$ cat src/rtl/core/wsf_pkg.sv
// Package with the shared constants, types and neighbour table of the Wigner-Seitz fold block.
package wsf_pkg;

    // Sizes of the block.
    localparam int NEIGHBOUR_COUNT = 13;
    localparam int MAX_PASSES      = 64;
    localparam int COORD_BITS      = 24;

    // Fixed widths of the lattice and derived quantities.
    localparam int LAT_BITS  = 21;
    localparam int LREG_BITS = 3 * LAT_BITS;
    localparam int NB_BITS   = LAT_BITS + 2;
    localparam int J_BITS    = 4;
    localparam int H_BITS    = 48;

    // Widths that follow from the coordinate width.
    localparam int K_BITS    = COORD_BITS + 2;
    localparam int A_BITS    = K_BITS + 1;
    localparam int P_BITS    = A_BITS + NB_BITS;
    localparam int DOT_BITS  = COORD_BITS + NB_BITS + 1;
    localparam int D_BITS    = DOT_BITS + 1;
    localparam int NUM_BITS  = D_BITS + 1;
    localparam int DEN_BITS  = H_BITS + 1;
    localparam int PASS_BITS = $clog2(MAX_PASSES + 1);

    // APB register map.
    localparam int ADDR_BITS = 5;
    localparam int DATA_BITS = 64;
    localparam logic [1:0] REG_LATTICE_0 = 2'd0;
    localparam logic [1:0] REG_LATTICE_1 = 2'd1;
    localparam logic [1:0] REG_LATTICE_2 = 2'd2;

    typedef logic [2:0][LREG_BITS-1:0] lat_arr_t;
    typedef logic signed [COORD_BITS-1:0] coord_t;
    typedef logic signed [NB_BITS-1:0] nb_t;

    typedef enum logic [2:0] {
        ST_IDLE,
        ST_SCAN,
        ST_DIV,
        ST_ADJ,
        ST_DONE
    } state_t;

    // Lattice coefficients of each neighbour; unused rows are zero.
    localparam logic signed [1:0] COMBO [0:15][0:2] = '{
        '{ 2'sd1,  2'sd0,  2'sd0}, '{ 2'sd0,  2'sd1,  2'sd0}, '{ 2'sd0,  2'sd0,  2'sd1},
        '{ 2'sd1,  2'sd1,  2'sd0}, '{ 2'sd1, -2'sd1,  2'sd0}, '{ 2'sd0,  2'sd1,  2'sd1},
        '{ 2'sd0,  2'sd1, -2'sd1}, '{ 2'sd1,  2'sd0,  2'sd1}, '{-2'sd1,  2'sd0,  2'sd1},
        '{ 2'sd1,  2'sd1,  2'sd1}, '{ 2'sd1, -2'sd1, -2'sd1}, '{ 2'sd1,  2'sd1, -2'sd1},
        '{ 2'sd1, -2'sd1,  2'sd1}, '{ 2'sd0,  2'sd0,  2'sd0}, '{ 2'sd0,  2'sd0,  2'sd0},
        '{ 2'sd0,  2'sd0,  2'sd0}
    };

    // One component of neighbour j, formed from the three lattice vectors.
    function automatic nb_t nb_comp(input lat_arr_t lat, input logic [J_BITS-1:0] j,
                                    input logic [1:0] c);
        nb_t acc;
        logic signed [LAT_BITS-1:0] a;
        acc = '0;
        for (int i = 0; i < 3; i++) begin
            case (c)
                2'd0:    a = lat[i][LAT_BITS-1:0];
                2'd1:    a = lat[i][2*LAT_BITS-1:LAT_BITS];
                default: a = lat[i][3*LAT_BITS-1:2*LAT_BITS];
            endcase
            if (COMBO[j][i] == 2'sd1) begin
                acc = acc + nb_t'(a);
            end else if (COMBO[j][i] == -2'sd1) begin
                acc = acc - nb_t'(a);
            end
        end
        return acc;
    endfunction

endpackage

$ cat src/rtl/core/wsf_if.sv
// Valid/ready channel interfaces for input vectors and fold results.
interface wsf_in_if;
    logic                     valid;
    logic                     ready;
    logic                     operation;
    wsf_pkg::coord_t          vec_x;
    wsf_pkg::coord_t          vec_y;
    wsf_pkg::coord_t          vec_z;

    modport source (output valid, operation, vec_x, vec_y, vec_z, input ready);
    modport sink   (input valid, operation, vec_x, vec_y, vec_z, output ready);
endinterface

interface wsf_out_if;
    logic                     valid;
    logic                     ready;
    wsf_pkg::coord_t          out_x;
    wsf_pkg::coord_t          out_y;
    wsf_pkg::coord_t          out_z;
    logic                     was_inside;
    logic                     gave_up;

    modport source (output valid, out_x, out_y, out_z, was_inside, gave_up, input ready);
    modport sink   (input valid, out_x, out_y, out_z, was_inside, gave_up, output ready);
endinterface

$ cat src/rtl/core/wsf_cfg_regs.sv
// APB register file holding the three lattice vectors.
module wsf_cfg_regs
(
    input  logic                            clk,
    input  logic                            rst_n,
    input  logic                            psel,
    input  logic                            penable,
    input  logic                            pwrite,
    input  logic [wsf_pkg::ADDR_BITS-1:0]   paddr,
    input  logic [wsf_pkg::DATA_BITS-1:0]   pwdata,
    output logic [wsf_pkg::DATA_BITS-1:0]   prdata,
    output logic                            pready,
    output wsf_pkg::lat_arr_t               lat
);

    wsf_pkg::lat_arr_t lat_reg;
    logic [1:0]        idx;

    assign idx    = paddr[4:3];
    assign pready = 1'b1;
    assign lat    = lat_reg;

    // Register write on the access phase of a transfer.
    always_ff @(posedge clk or negedge rst_n)
    begin
        if (!rst_n)
        begin
            lat_reg <= '0;
        end
        else if (psel && penable && pwrite)
        begin
            case (idx)
                wsf_pkg::REG_LATTICE_0: lat_reg[0] <= pwdata[wsf_pkg::LREG_BITS-1:0];
                wsf_pkg::REG_LATTICE_1: lat_reg[1] <= pwdata[wsf_pkg::LREG_BITS-1:0];
                wsf_pkg::REG_LATTICE_2: lat_reg[2] <= pwdata[wsf_pkg::LREG_BITS-1:0];
                default: ;
            endcase
        end
    end

    // Read data.
    always_comb
    begin
        case (idx)
            wsf_pkg::REG_LATTICE_0: prdata = {1'b0, lat_reg[0]};
            wsf_pkg::REG_LATTICE_1: prdata = {1'b0, lat_reg[1]};
            wsf_pkg::REG_LATTICE_2: prdata = {1'b0, lat_reg[2]};
            default:                prdata = '0;
        endcase
    end

endmodule

$ cat src/rtl/core/wsf_mult.sv
// Shared signed multiplier with a registered product.
module wsf_mult
(
    input  logic                                 clk,
    input  logic signed [wsf_pkg::A_BITS-1:0]    a,
    input  wsf_pkg::nb_t                         b,
    output logic signed [wsf_pkg::P_BITS-1:0]    prod
);

    logic signed [wsf_pkg::P_BITS-1:0] prod_reg;

    assign prod = prod_reg;

    // One product per cycle.
    always_ff @(posedge clk)
    begin
        prod_reg <= wsf_pkg::P_BITS'(a) * wsf_pkg::P_BITS'(b);
    end

endmodule

$ cat src/rtl/core/wsf_divider.sv
// Restoring divider, one quotient bit per cycle.
module wsf_divider
(
    input  logic                              clk,
    input  logic                              rst_n,
    input  logic                              start,
    input  logic [wsf_pkg::NUM_BITS-1:0]      num,
    input  logic [wsf_pkg::DEN_BITS-1:0]      den,
    output logic                              done,
    output logic [wsf_pkg::NUM_BITS-1:0]      quot
);

    localparam int CNT_BITS = $clog2(wsf_pkg::NUM_BITS + 1);

    logic [wsf_pkg::DEN_BITS:0]     rem_reg, rem_next;
    logic [wsf_pkg::NUM_BITS-1:0]   q_reg, q_next;
    logic [wsf_pkg::DEN_BITS-1:0]   den_reg, den_next;
    logic [CNT_BITS-1:0]            cnt_reg, cnt_next;
    logic                           busy_reg, busy_next;
    logic                           done_reg, done_next;
    logic [wsf_pkg::DEN_BITS:0]     shifted;

    assign done = done_reg;
    assign quot = q_reg;

    always_ff @(posedge clk or negedge rst_n)
    begin
        if (!rst_n)
        begin
            rem_reg  <= '0;
            q_reg    <= '0;
            den_reg  <= '0;
            cnt_reg  <= '0;
            busy_reg <= 1'b0;
            done_reg <= 1'b0;
        end
        else
        begin
            rem_reg  <= rem_next;
            q_reg    <= q_next;
            den_reg  <= den_next;
            cnt_reg  <= cnt_next;
            busy_reg <= busy_next;
            done_reg <= done_next;
        end
    end

    // Shift in one numerator bit and subtract when the divisor fits.
    always_comb
    begin
        rem_next  = rem_reg;
        q_next    = q_reg;
        den_next  = den_reg;
        cnt_next  = cnt_reg;
        busy_next = busy_reg;
        done_next = 1'b0;
        shifted   = {rem_reg[wsf_pkg::DEN_BITS-1:0], q_reg[wsf_pkg::NUM_BITS-1]};
        if (start)
        begin
            rem_next  = '0;
            q_next    = num;
            den_next  = den;
            cnt_next  = CNT_BITS'(wsf_pkg::NUM_BITS);
            busy_next = 1'b1;
        end
        else if (busy_reg)
        begin
            if (shifted >= {1'b0, den_reg})
            begin
                rem_next = shifted - {1'b0, den_reg};
                q_next   = {q_reg[wsf_pkg::NUM_BITS-2:0], 1'b1};
            end
            else
            begin
                rem_next = shifted;
                q_next   = {q_reg[wsf_pkg::NUM_BITS-2:0], 1'b0};
            end
            cnt_next = cnt_reg - 1'b1;
            if (cnt_reg == CNT_BITS'(1))
            begin
                busy_next = 1'b0;
                done_next = 1'b1;
            end
        end
    end

endmodule

$ cat src/rtl/core/wigner_seitz_fold_core.sv
// Top level of the Wigner-Seitz cell test and fold engine.
// The block takes one vector at a time and returns it, tested against the
// Wigner-Seitz cell of the lattice held in three APB registers (byte address
// 0, 8 and 16), or folded into that cell. All arithmetic runs through one
// shared multiplier under a sequencer: for each neighbour it forms three
// squares for its half norm and three products for the dot product. The
// membership check scans every neighbour, a fold scan then runs up to the
// first neighbour that needs it, and every adjustment runs the serial divider
// (one quotient bit per cycle) and then the multiply-and-saturate of the
// three coordinates. A fold item ends when a scan needs no adjustment or
// when it hits the pass cap of MAX_PASSES adjusting passes.
// The block is not ready while an item is in work or its result waits.
module wigner_seitz_fold_core
(
    input  logic                            clk,
    input  logic                            rst_n,
    input  logic                            psel,
    input  logic                            penable,
    input  logic                            pwrite,
    input  logic [wsf_pkg::ADDR_BITS-1:0]   paddr,
    input  logic [wsf_pkg::DATA_BITS-1:0]   pwdata,
    output logic [wsf_pkg::DATA_BITS-1:0]   prdata,
    output logic                            pready,
    wsf_in_if.sink                          in_ch,
    wsf_out_if.source                       out_ch
);

    localparam int CB = wsf_pkg::COORD_BITS;
    localparam logic [wsf_pkg::J_BITS-1:0] J_LAST =
        wsf_pkg::J_BITS'(wsf_pkg::NEIGHBOUR_COUNT - 1);
    localparam logic [wsf_pkg::NUM_BITS-1:0] K_MAX =
        wsf_pkg::NUM_BITS'(1) << (CB + 1);
    localparam logic signed [wsf_pkg::P_BITS:0] C_MAX =
        (wsf_pkg::P_BITS + 1)'((64'sd1 <<< (CB - 1)) - 64'sd1);
    localparam logic signed [wsf_pkg::P_BITS:0] C_MIN =
        (wsf_pkg::P_BITS + 1)'(-(64'sd1 <<< (CB - 1)));

    wsf_pkg::lat_arr_t lat;

    wsf_pkg::state_t                      state_reg, state_next;
    logic [2:0]                           phase_reg, phase_next;
    logic [wsf_pkg::J_BITS-1:0]           j_reg, j_next;
    logic [wsf_pkg::PASS_BITS-1:0]        pass_reg, pass_next;
    logic                                 check_reg, check_next;
    logic                                 fold_reg, fold_next;
    logic                                 inside_reg, inside_next;
    logic                                 gave_up_reg, gave_up_next;
    logic                                 sub_reg, sub_next;
    wsf_pkg::coord_t                      v_reg [3];
    wsf_pkg::coord_t                      v_next [3];
    logic [wsf_pkg::H_BITS-1:0]           h_reg, h_next;
    logic signed [wsf_pkg::DOT_BITS-1:0]  d_reg, d_next;
    logic [wsf_pkg::K_BITS-1:0]           k_reg, k_next;

    logic [1:0]                           cidx;
    wsf_pkg::nb_t                         ncomp;
    logic signed [wsf_pkg::A_BITS-1:0]    mult_a;
    logic signed [wsf_pkg::P_BITS-1:0]    prod;
    logic                                 div_start;
    logic [wsf_pkg::NUM_BITS-1:0]         div_num;
    logic [wsf_pkg::DEN_BITS-1:0]         div_den;
    logic                                 div_done;
    logic [wsf_pkg::NUM_BITS-1:0]         div_quot;
    logic signed [wsf_pkg::D_BITS-1:0]    dd;
    logic signed [wsf_pkg::D_BITS-1:0]    hh;
    logic                                 over;
    logic                                 under;
    logic signed [wsf_pkg::NUM_BITS-1:0]  num_s;
    logic signed [wsf_pkg::P_BITS:0]      upd;

    wsf_cfg_regs u_regs
    (
        .clk     (clk),
        .rst_n   (rst_n),
        .psel    (psel),
        .penable (penable),
        .pwrite  (pwrite),
        .paddr   (paddr),
        .pwdata  (pwdata),
        .prdata  (prdata),
        .pready  (pready),
        .lat     (lat)
    );

    wsf_mult u_mult
    (
        .clk  (clk),
        .a    (mult_a),
        .b    (ncomp),
        .prod (prod)
    );

    wsf_divider u_div
    (
        .clk   (clk),
        .rst_n (rst_n),
        .start (div_start),
        .num   (div_num),
        .den   (div_den),
        .done  (div_done),
        .quot  (div_quot)
    );

    // Channel outputs come straight from the work registers.
    assign in_ch.ready       = (state_reg == wsf_pkg::ST_IDLE);
    assign out_ch.valid      = (state_reg == wsf_pkg::ST_DONE);
    assign out_ch.out_x      = v_reg[0];
    assign out_ch.out_y      = v_reg[1];
    assign out_ch.out_z      = v_reg[2];
    assign out_ch.was_inside = inside_reg;
    assign out_ch.gave_up    = gave_up_reg;

    // Component select and shared multiplier operands.
    always_comb
    begin
        if (state_reg == wsf_pkg::ST_SCAN && phase_reg >= 3'd3)
        begin
            cidx = phase_reg[1:0] - 2'd3;
        end
        else if (phase_reg[1:0] == 2'd3)
        begin
            cidx = 2'd0;
        end
        else
        begin
            cidx = phase_reg[1:0];
        end
        ncomp = wsf_pkg::nb_comp(lat, j_reg, cidx);
        if (state_reg == wsf_pkg::ST_ADJ)
        begin
            mult_a = signed'({1'b0, k_reg});
        end
        else if (phase_reg >= 3'd3)
        begin
            mult_a = wsf_pkg::A_BITS'(v_reg[cidx]);
        end
        else
        begin
            mult_a = wsf_pkg::A_BITS'(ncomp);
        end
    end

    // Comparison of the doubled projection with the half norm.
    always_comb
    begin
        dd    = {d_reg, 1'b0};
        hh    = signed'(wsf_pkg::D_BITS'(h_reg));
        over  = dd > hh;
        under = dd < -hh;
        if (over)
        begin
            num_s = wsf_pkg::NUM_BITS'(dd) + wsf_pkg::NUM_BITS'(hh) - 1;
        end
        else
        begin
            num_s = wsf_pkg::NUM_BITS'(hh) - wsf_pkg::NUM_BITS'(dd) - 1;
        end
        div_num = num_s;
        div_den = {h_reg, 1'b0};
    end

    always_ff @(posedge clk or negedge rst_n)
    begin
        if (!rst_n)
        begin
            state_reg   <= wsf_pkg::ST_IDLE;
            phase_reg   <= '0;
            j_reg       <= '0;
            pass_reg    <= '0;
            check_reg   <= 1'b0;
            fold_reg    <= 1'b0;
            inside_reg  <= 1'b0;
            gave_up_reg <= 1'b0;
            sub_reg     <= 1'b0;
            v_reg       <= '{default: '0};
            h_reg       <= '0;
            d_reg       <= '0;
            k_reg       <= '0;
        end
        else
        begin
            state_reg   <= state_next;
            phase_reg   <= phase_next;
            j_reg       <= j_next;
            pass_reg    <= pass_next;
            check_reg   <= check_next;
            fold_reg    <= fold_next;
            inside_reg  <= inside_next;
            gave_up_reg <= gave_up_next;
            sub_reg     <= sub_next;
            v_reg       <= v_next;
            h_reg       <= h_next;
            d_reg       <= d_next;
            k_reg       <= k_next;
        end
    end

    // Sequencer: membership scan, then fold passes with divide and adjust.
    always_comb
    begin
        state_next   = state_reg;
        phase_next   = phase_reg;
        j_next       = j_reg;
        pass_next    = pass_reg;
        check_next   = check_reg;
        fold_next    = fold_reg;
        inside_next  = inside_reg;
        gave_up_next = gave_up_reg;
        sub_next     = sub_reg;
        v_next       = v_reg;
        h_next       = h_reg;
        d_next       = d_reg;
        k_next       = k_reg;
        div_start    = 1'b0;
        upd          = '0;

        case (state_reg)
            wsf_pkg::ST_IDLE:
            begin
                if (in_ch.valid)
                begin
                    v_next[0]    = in_ch.vec_x;
                    v_next[1]    = in_ch.vec_y;
                    v_next[2]    = in_ch.vec_z;
                    fold_next    = in_ch.operation;
                    check_next   = 1'b1;
                    inside_next  = 1'b1;
                    gave_up_next = 1'b0;
                    j_next       = '0;
                    phase_next   = '0;
                    state_next   = wsf_pkg::ST_SCAN;
                end
            end

            wsf_pkg::ST_SCAN:
            begin
                phase_next = phase_reg + 3'd1;
                if (phase_reg == 3'd0)
                begin
                    h_next = '0;
                    d_next = '0;
                end
                else if (phase_reg <= 3'd3)
                begin
                    h_next = h_reg + prod[wsf_pkg::H_BITS-1:0];
                end
                else if (phase_reg <= 3'd6)
                begin
                    d_next = d_reg + prod[wsf_pkg::DOT_BITS-1:0];
                end
                else
                begin
                    phase_next = '0;
                    if (check_reg)
                    begin
                        if (over || under)
                        begin
                            inside_next = 1'b0;
                        end
                        if (j_reg == J_LAST)
                        begin
                            j_next = '0;
                            if (fold_reg)
                            begin
                                check_next = 1'b0;
                                pass_next  = '0;
                            end
                            else
                            begin
                                state_next = wsf_pkg::ST_DONE;
                            end
                        end
                        else
                        begin
                            j_next = j_reg + 1'b1;
                        end
                    end
                    else if (h_reg != '0 && (over || under))
                    begin
                        sub_next   = over;
                        div_start  = 1'b1;
                        state_next = wsf_pkg::ST_DIV;
                    end
                    else if (j_reg == J_LAST)
                    begin
                        state_next = wsf_pkg::ST_DONE;
                    end
                    else
                    begin
                        j_next = j_reg + 1'b1;
                    end
                end
            end

            wsf_pkg::ST_DIV:
            begin
                if (div_done)
                begin
                    // Any larger count saturates every nonzero component anyway.
                    if (div_quot > K_MAX)
                    begin
                        k_next = K_MAX[wsf_pkg::K_BITS-1:0];
                    end
                    else
                    begin
                        k_next = div_quot[wsf_pkg::K_BITS-1:0];
                    end
                    phase_next = '0;
                    state_next = wsf_pkg::ST_ADJ;
                end
            end

            wsf_pkg::ST_ADJ:
            begin
                phase_next = phase_reg + 3'd1;
                if (phase_reg != 3'd0)
                begin
                    if (sub_reg)
                    begin
                        upd = (wsf_pkg::P_BITS + 1)'(v_reg[phase_reg[1:0] - 2'd1])
                            - (wsf_pkg::P_BITS + 1)'(prod);
                    end
                    else
                    begin
                        upd = (wsf_pkg::P_BITS + 1)'(v_reg[phase_reg[1:0] - 2'd1])
                            + (wsf_pkg::P_BITS + 1)'(prod);
                    end
                    if (upd > C_MAX)
                    begin
                        v_next[phase_reg[1:0] - 2'd1] = C_MAX[CB-1:0];
                    end
                    else if (upd < C_MIN)
                    begin
                        v_next[phase_reg[1:0] - 2'd1] = C_MIN[CB-1:0];
                    end
                    else
                    begin
                        v_next[phase_reg[1:0] - 2'd1] = upd[CB-1:0];
                    end
                end
                if (phase_reg == 3'd3)
                begin
                    phase_next = '0;
                    j_next     = '0;
                    pass_next  = pass_reg + 1'b1;
                    if (pass_reg == wsf_pkg::PASS_BITS'(wsf_pkg::MAX_PASSES - 1))
                    begin
                        gave_up_next = 1'b1;
                        state_next   = wsf_pkg::ST_DONE;
                    end
                    else
                    begin
                        state_next = wsf_pkg::ST_SCAN;
                    end
                end
            end

            wsf_pkg::ST_DONE:
            begin
                if (out_ch.ready)
                begin
                    state_next = wsf_pkg::ST_IDLE;
                end
            end

            default:
            begin
                state_next = wsf_pkg::ST_IDLE;
            end
        endcase
    end

endmodule

$ cat src/flat_wrapper.sv
// flat-port wrapper written by rule: the top's interface ports become plain ports
module wigner_seitz_fold_core_flat 
  (clk, rst_n, psel, penable, pwrite, paddr, pwdata, prdata, pready, in_ch_valid, in_ch_operation, in_ch_vec_x, in_ch_vec_y, in_ch_vec_z, in_ch_ready, out_ch_valid, out_ch_out_x, out_ch_out_y, out_ch_out_z, out_ch_was_inside, out_ch_gave_up, out_ch_ready);
  wsf_in_if in_ch_i ();
  wsf_out_if out_ch_i ();
  input  logic clk;
  input  logic rst_n;
  input  logic psel;
  input  logic penable;
  input  logic pwrite;
  input  logic [wsf_pkg::ADDR_BITS-1:0] paddr;
  input  logic [wsf_pkg::DATA_BITS-1:0] pwdata;
  output logic [wsf_pkg::DATA_BITS-1:0] prdata;
  output logic pready;
  input wire logic [$bits(in_ch_i.valid)-1:0] in_ch_valid;
  input wire logic [$bits(in_ch_i.operation)-1:0] in_ch_operation;
  input wire logic [$bits(in_ch_i.vec_x)-1:0] in_ch_vec_x;
  input wire logic [$bits(in_ch_i.vec_y)-1:0] in_ch_vec_y;
  input wire logic [$bits(in_ch_i.vec_z)-1:0] in_ch_vec_z;
  output wire logic [$bits(in_ch_i.ready)-1:0] in_ch_ready;
  output wire logic [$bits(out_ch_i.valid)-1:0] out_ch_valid;
  output wire logic [$bits(out_ch_i.out_x)-1:0] out_ch_out_x;
  output wire logic [$bits(out_ch_i.out_y)-1:0] out_ch_out_y;
  output wire logic [$bits(out_ch_i.out_z)-1:0] out_ch_out_z;
  output wire logic [$bits(out_ch_i.was_inside)-1:0] out_ch_was_inside;
  output wire logic [$bits(out_ch_i.gave_up)-1:0] out_ch_gave_up;
  input wire logic [$bits(out_ch_i.ready)-1:0] out_ch_ready;
  assign in_ch_i.valid = in_ch_valid;
  assign in_ch_i.operation = in_ch_operation;
  assign in_ch_i.vec_x = in_ch_vec_x;
  assign in_ch_i.vec_y = in_ch_vec_y;
  assign in_ch_i.vec_z = in_ch_vec_z;
  assign in_ch_ready = in_ch_i.ready;
  assign out_ch_valid = out_ch_i.valid;
  assign out_ch_out_x = out_ch_i.out_x;
  assign out_ch_out_y = out_ch_i.out_y;
  assign out_ch_out_z = out_ch_i.out_z;
  assign out_ch_was_inside = out_ch_i.was_inside;
  assign out_ch_gave_up = out_ch_i.gave_up;
  assign out_ch_i.ready = out_ch_ready;
  wigner_seitz_fold_core u_core (.clk(clk), .rst_n(rst_n), .psel(psel), .penable(penable), .pwrite(pwrite), .paddr(paddr), .pwdata(pwdata), .prdata(prdata), .pready(pready), .in_ch(in_ch_i), .out_ch(out_ch_i));
endmodule
$ cat config.mk
export PLATFORM = sky130hd
export DESIGN_NAME = wigner_seitz_fold_core_flat
export DESIGN_NICKNAME = d
export VERILOG_FILES = /design/src/rtl/core/wsf_pkg.sv /design/src/rtl/core/wsf_if.sv /design/src/rtl/core/wsf_cfg_regs.sv /design/src/rtl/core/wsf_mult.sv /design/src/rtl/core/wsf_divider.sv /design/src/rtl/core/wigner_seitz_fold_core.sv /design/src/flat_wrapper.sv
export SDC_FILE = /design/constraint.sdc
export NUM_CORES = 2
export LEC_CHECK = 0
export BUFFER_PORTS_ARGS = -buffer_cell sky130_fd_sc_hd__buf_2
export CORE_UTILIZATION = 45
export CTS_BUF_LIST = sky130_fd_sc_hd__clkbuf_8
export DETAILED_ROUTE_END_ITERATION = 8
export SETUP_SLACK_MARGIN = 0.02
export SLEW_MARGIN = 20
export SYNTH_ARGS = -nofsm -noshare
export SYNTH_HDL_FRONTEND = slang
export SYNTH_SLANG_ARGS = --single-unit
$ cat constraint.sdc
create_clock -name clk -period 15.63 [get_ports clk]
set_clock_uncertainty 0.15 [all_clocks]
set_input_delay 0.7815 -clock clk [delete_from_list [all_inputs] [get_ports clk]]
set_output_delay 0.7815 -clock clk [all_outputs]
set_load 0.01 [all_outputs]
==> results.toml <==
[run_status]
status = "finished, final reports clean"

[floorplan]
initial_core_util_pct = 45.47
num_io_pins = 290
fp.dieW_um = 419.0
die-area_um2 = 175600
core_um2 = 172100
rows = 152
die_h_um = 419.0

[yosys]
yosysMostFrequentCell = "inv_1"
synth_area_um2 = 78260
syn_avg_cell_area_um2 = 8.439
synth_top_area_share_pct = 17.91
synth_top_cell_by_area = "dfrtp_1"
yosys.cell_types.count = 107
synth_area_leaders = "dfrtp_1 (18%), fa_1 (17%), ha_1 (11%), inv_1 (5.9%), nand2_1 (4.3%)"
synth_seq_cells = 610
ys_async_sr_fraction_pct = 91.80
syn_nets = 10753
ys_warn_count = 0
synth_top_flop_cell = "dfrtp_1"
synthesis.instances = 9273
synth_edf_count = 0
synth.cells.most_frequent = "inv_1 (1224), nand2_1 (897), ha_1 (671)"
seq_area_frac_synth_pct = 19.19

[sta]
min_period_ps = 15110
hold_viol = 0
layout_setup_ws_ps = 521.9
tightest_slew_ps = 1144
period_share_pct = 96.66
slew_viol_final = 0
setup_tns_ps = 0
slew_headroom_pct = 23.09
fmax_mhz = 66.19
setup_violations = 0

[hold_path]
hold-path-endpoint = "u_core.out_ch.out_x[15]"
worstHoldStart = "in_ch_vec_x[15]"
hold_class = "in2reg"
whs_path_depth = 3

[clocking]
clkTransAtPathRegs_ps = 70
clkSinkCount = 610
clk-insertion-delay-late_ps = 900
tritoncts = "yes"
root_buffer = "clkbuf_8"
cts_buffer_depth = 3
htree_levels = 3
cts_buffers = 115

[route]
avgRoutedWirePerCell_um = 25.13
drc_errors = 0
vias = 71348
firstDrtPassIters = 6
final_antenna_net_count = 0
drtIter0Drc = 6522
drt-total-wl_um = 304300
avgViaCountPerCell = 5.892

[placement]
pre_cts_ws_ps = -138.1
placed_area_um2 = 83870
gp_congestion = 1.024
portBuffers = 283
dp_hpwl_um = 242000

[critical_path]
critPathMaxStageDelay_ps = 560
cp_common_cell = "buf_4"
rr_endpoint = "u_core.u_mult.prod[43]"
path_class = "reg2reg"
slowest_stage = "fa_1"
end_kind = "flip-flop"
regToRegSetupSlack_ps = 520
worst-path-max-fanout = 12
cp.required_ps = 16260
r2r_start = "u_core.phase_reg[0]"
start_kind = "flip-flop"
critPathArrivalTime_ps = 15740
worstRegToRegCells = 64

[global_route]
grt_pass1_vias = 69681
antenna_found_initial = 24
grt_usage_pct = 34.34
grt_max_degree = 143
overflow = 0
grt_first_pass_wirelength_um = 453100

[job]
cap_violations = 0

[layout]
largest_reg_flops = 189
design_area_um2 = 87540
area_delta_synth_final_pct = 11.87
nFillCells = 16478
final_nets = 11140
drive_above_1_share_pct = 12.84
==> layout by cell type, fill, tap and decap left out, types with 134 or more instances in the layout <==
master and count:
inv_1 1257, nand2_1 893, ha_1 668, fa_1 659, nor2_1 648, a21oi_1 582, dfrtp_1 558, o21ai_0 474
buf_4 344, xnor2_1 305, buf_2 281, mux2_2 218, a21o_1 187, mux2i_1 175, clkbuf_8 143, nor2b_1 140
nor3_1 134
==> worst max-delay path, delay by kind of cell (launching register included) <==
family	cells	cell delay (ps)
xor gates and xnor gates	3	460
buffers and inverters	13	1700
and+or+nand+nor	10	1890
adders and majority gates	12	5010
DFF	1	410
muxes	1	380
AOI/OAI and AO/OA	25	5000
==> cell families (layout without fill, tap and decap cells) <==
family | Yosys count | in the layout | synth area share (%)
AND/OR/NAND/NOR | 2473 | 2473 | 14.75
AO/OA/AOI/OAI | 2386 | 2386 | 20.17
other | 2 | 42 | 0.009597
buffers and inverters | 1655 | 2141 | 8.125
XOR/XNOR | 415 | 415 | 4.645
adder cells (fa/ha/maj) | 1331 | 1331 | 27.61
multiplexers | 401 | 401 | 5.498
flip-flops | 610 | 610 | 19.19
==> per-stage QoR <==
stage | instances | util [%] | hold slack [ps]
after global routing | 12100 | 50.85 | 25.78
after global placement | 11787 | 48.73 | 326.4
after CTS | 12060 | 50.60 | 1.478
final | 12109 | 50.86 | 60.92
after detailed placement | 11787 | 48.73 | 346.9
after floorplan | 9273 | - | 302.9
==> worst max path at each step <==
stage	startpoint	endpoint	slack (ps)	cells past startpoint
floorplan	u_core.phase_reg[1]	u_core.u_mult.prod[43]	70	61
global placement	u_core.phase_reg[0]	u_core.u_mult.prod[48]	-170	61
detailed placement	u_core.phase_reg[0]	u_core.u_mult.prod[48]	-140	63
CTS	u_core.phase_reg[0]	u_core.u_mult.prod[43]	100	62
global route	u_core.phase_reg[0]	u_core.u_mult.prod[48]	-40	62
finish	u_core.phase_reg[0]	u_core.u_mult.prod[43]	520	64
==> timing repair <==
action / CTS / global route
setup buffers: 0 / 7
cloned: 0 / 2
hold buffers: 57 / 0
pin swaps: 0 / 21
resized for setup: 5 / 60
hold endpoints to repair: 251 / 0
endpoints found under the setup margin: 4 / 16
==> metal layers <==
metal  track usage (%)  routed length, um
met5                 0                 13
met4             20.98              22710
met3             4.927              19940
met2             53.57             135000
met1             44.99             126700
==> cell type report <==
type / instances / area [um2] / share of cell area [%]
Tap cell: 2310 / 2890 / 3.302
Clock inverter: 73 / 678.2 / 0.7747
Sequential cell: 610 / 15020 / 17.16
Clock buffer: 143 / 1968 / 2.248
Inverter: 1227 / 4606 / 5.261
Multi-Input combinational cell: 7008 / 57400 / 65.56
Antenna cell: 40 / 100.1 / 0.1143
Timing Repair Buffer: 698 / 4883 / 5.578
Power is not shown: default switching activity piles up to over one toggle a cycle in this logic, so the estimate is an artifact.
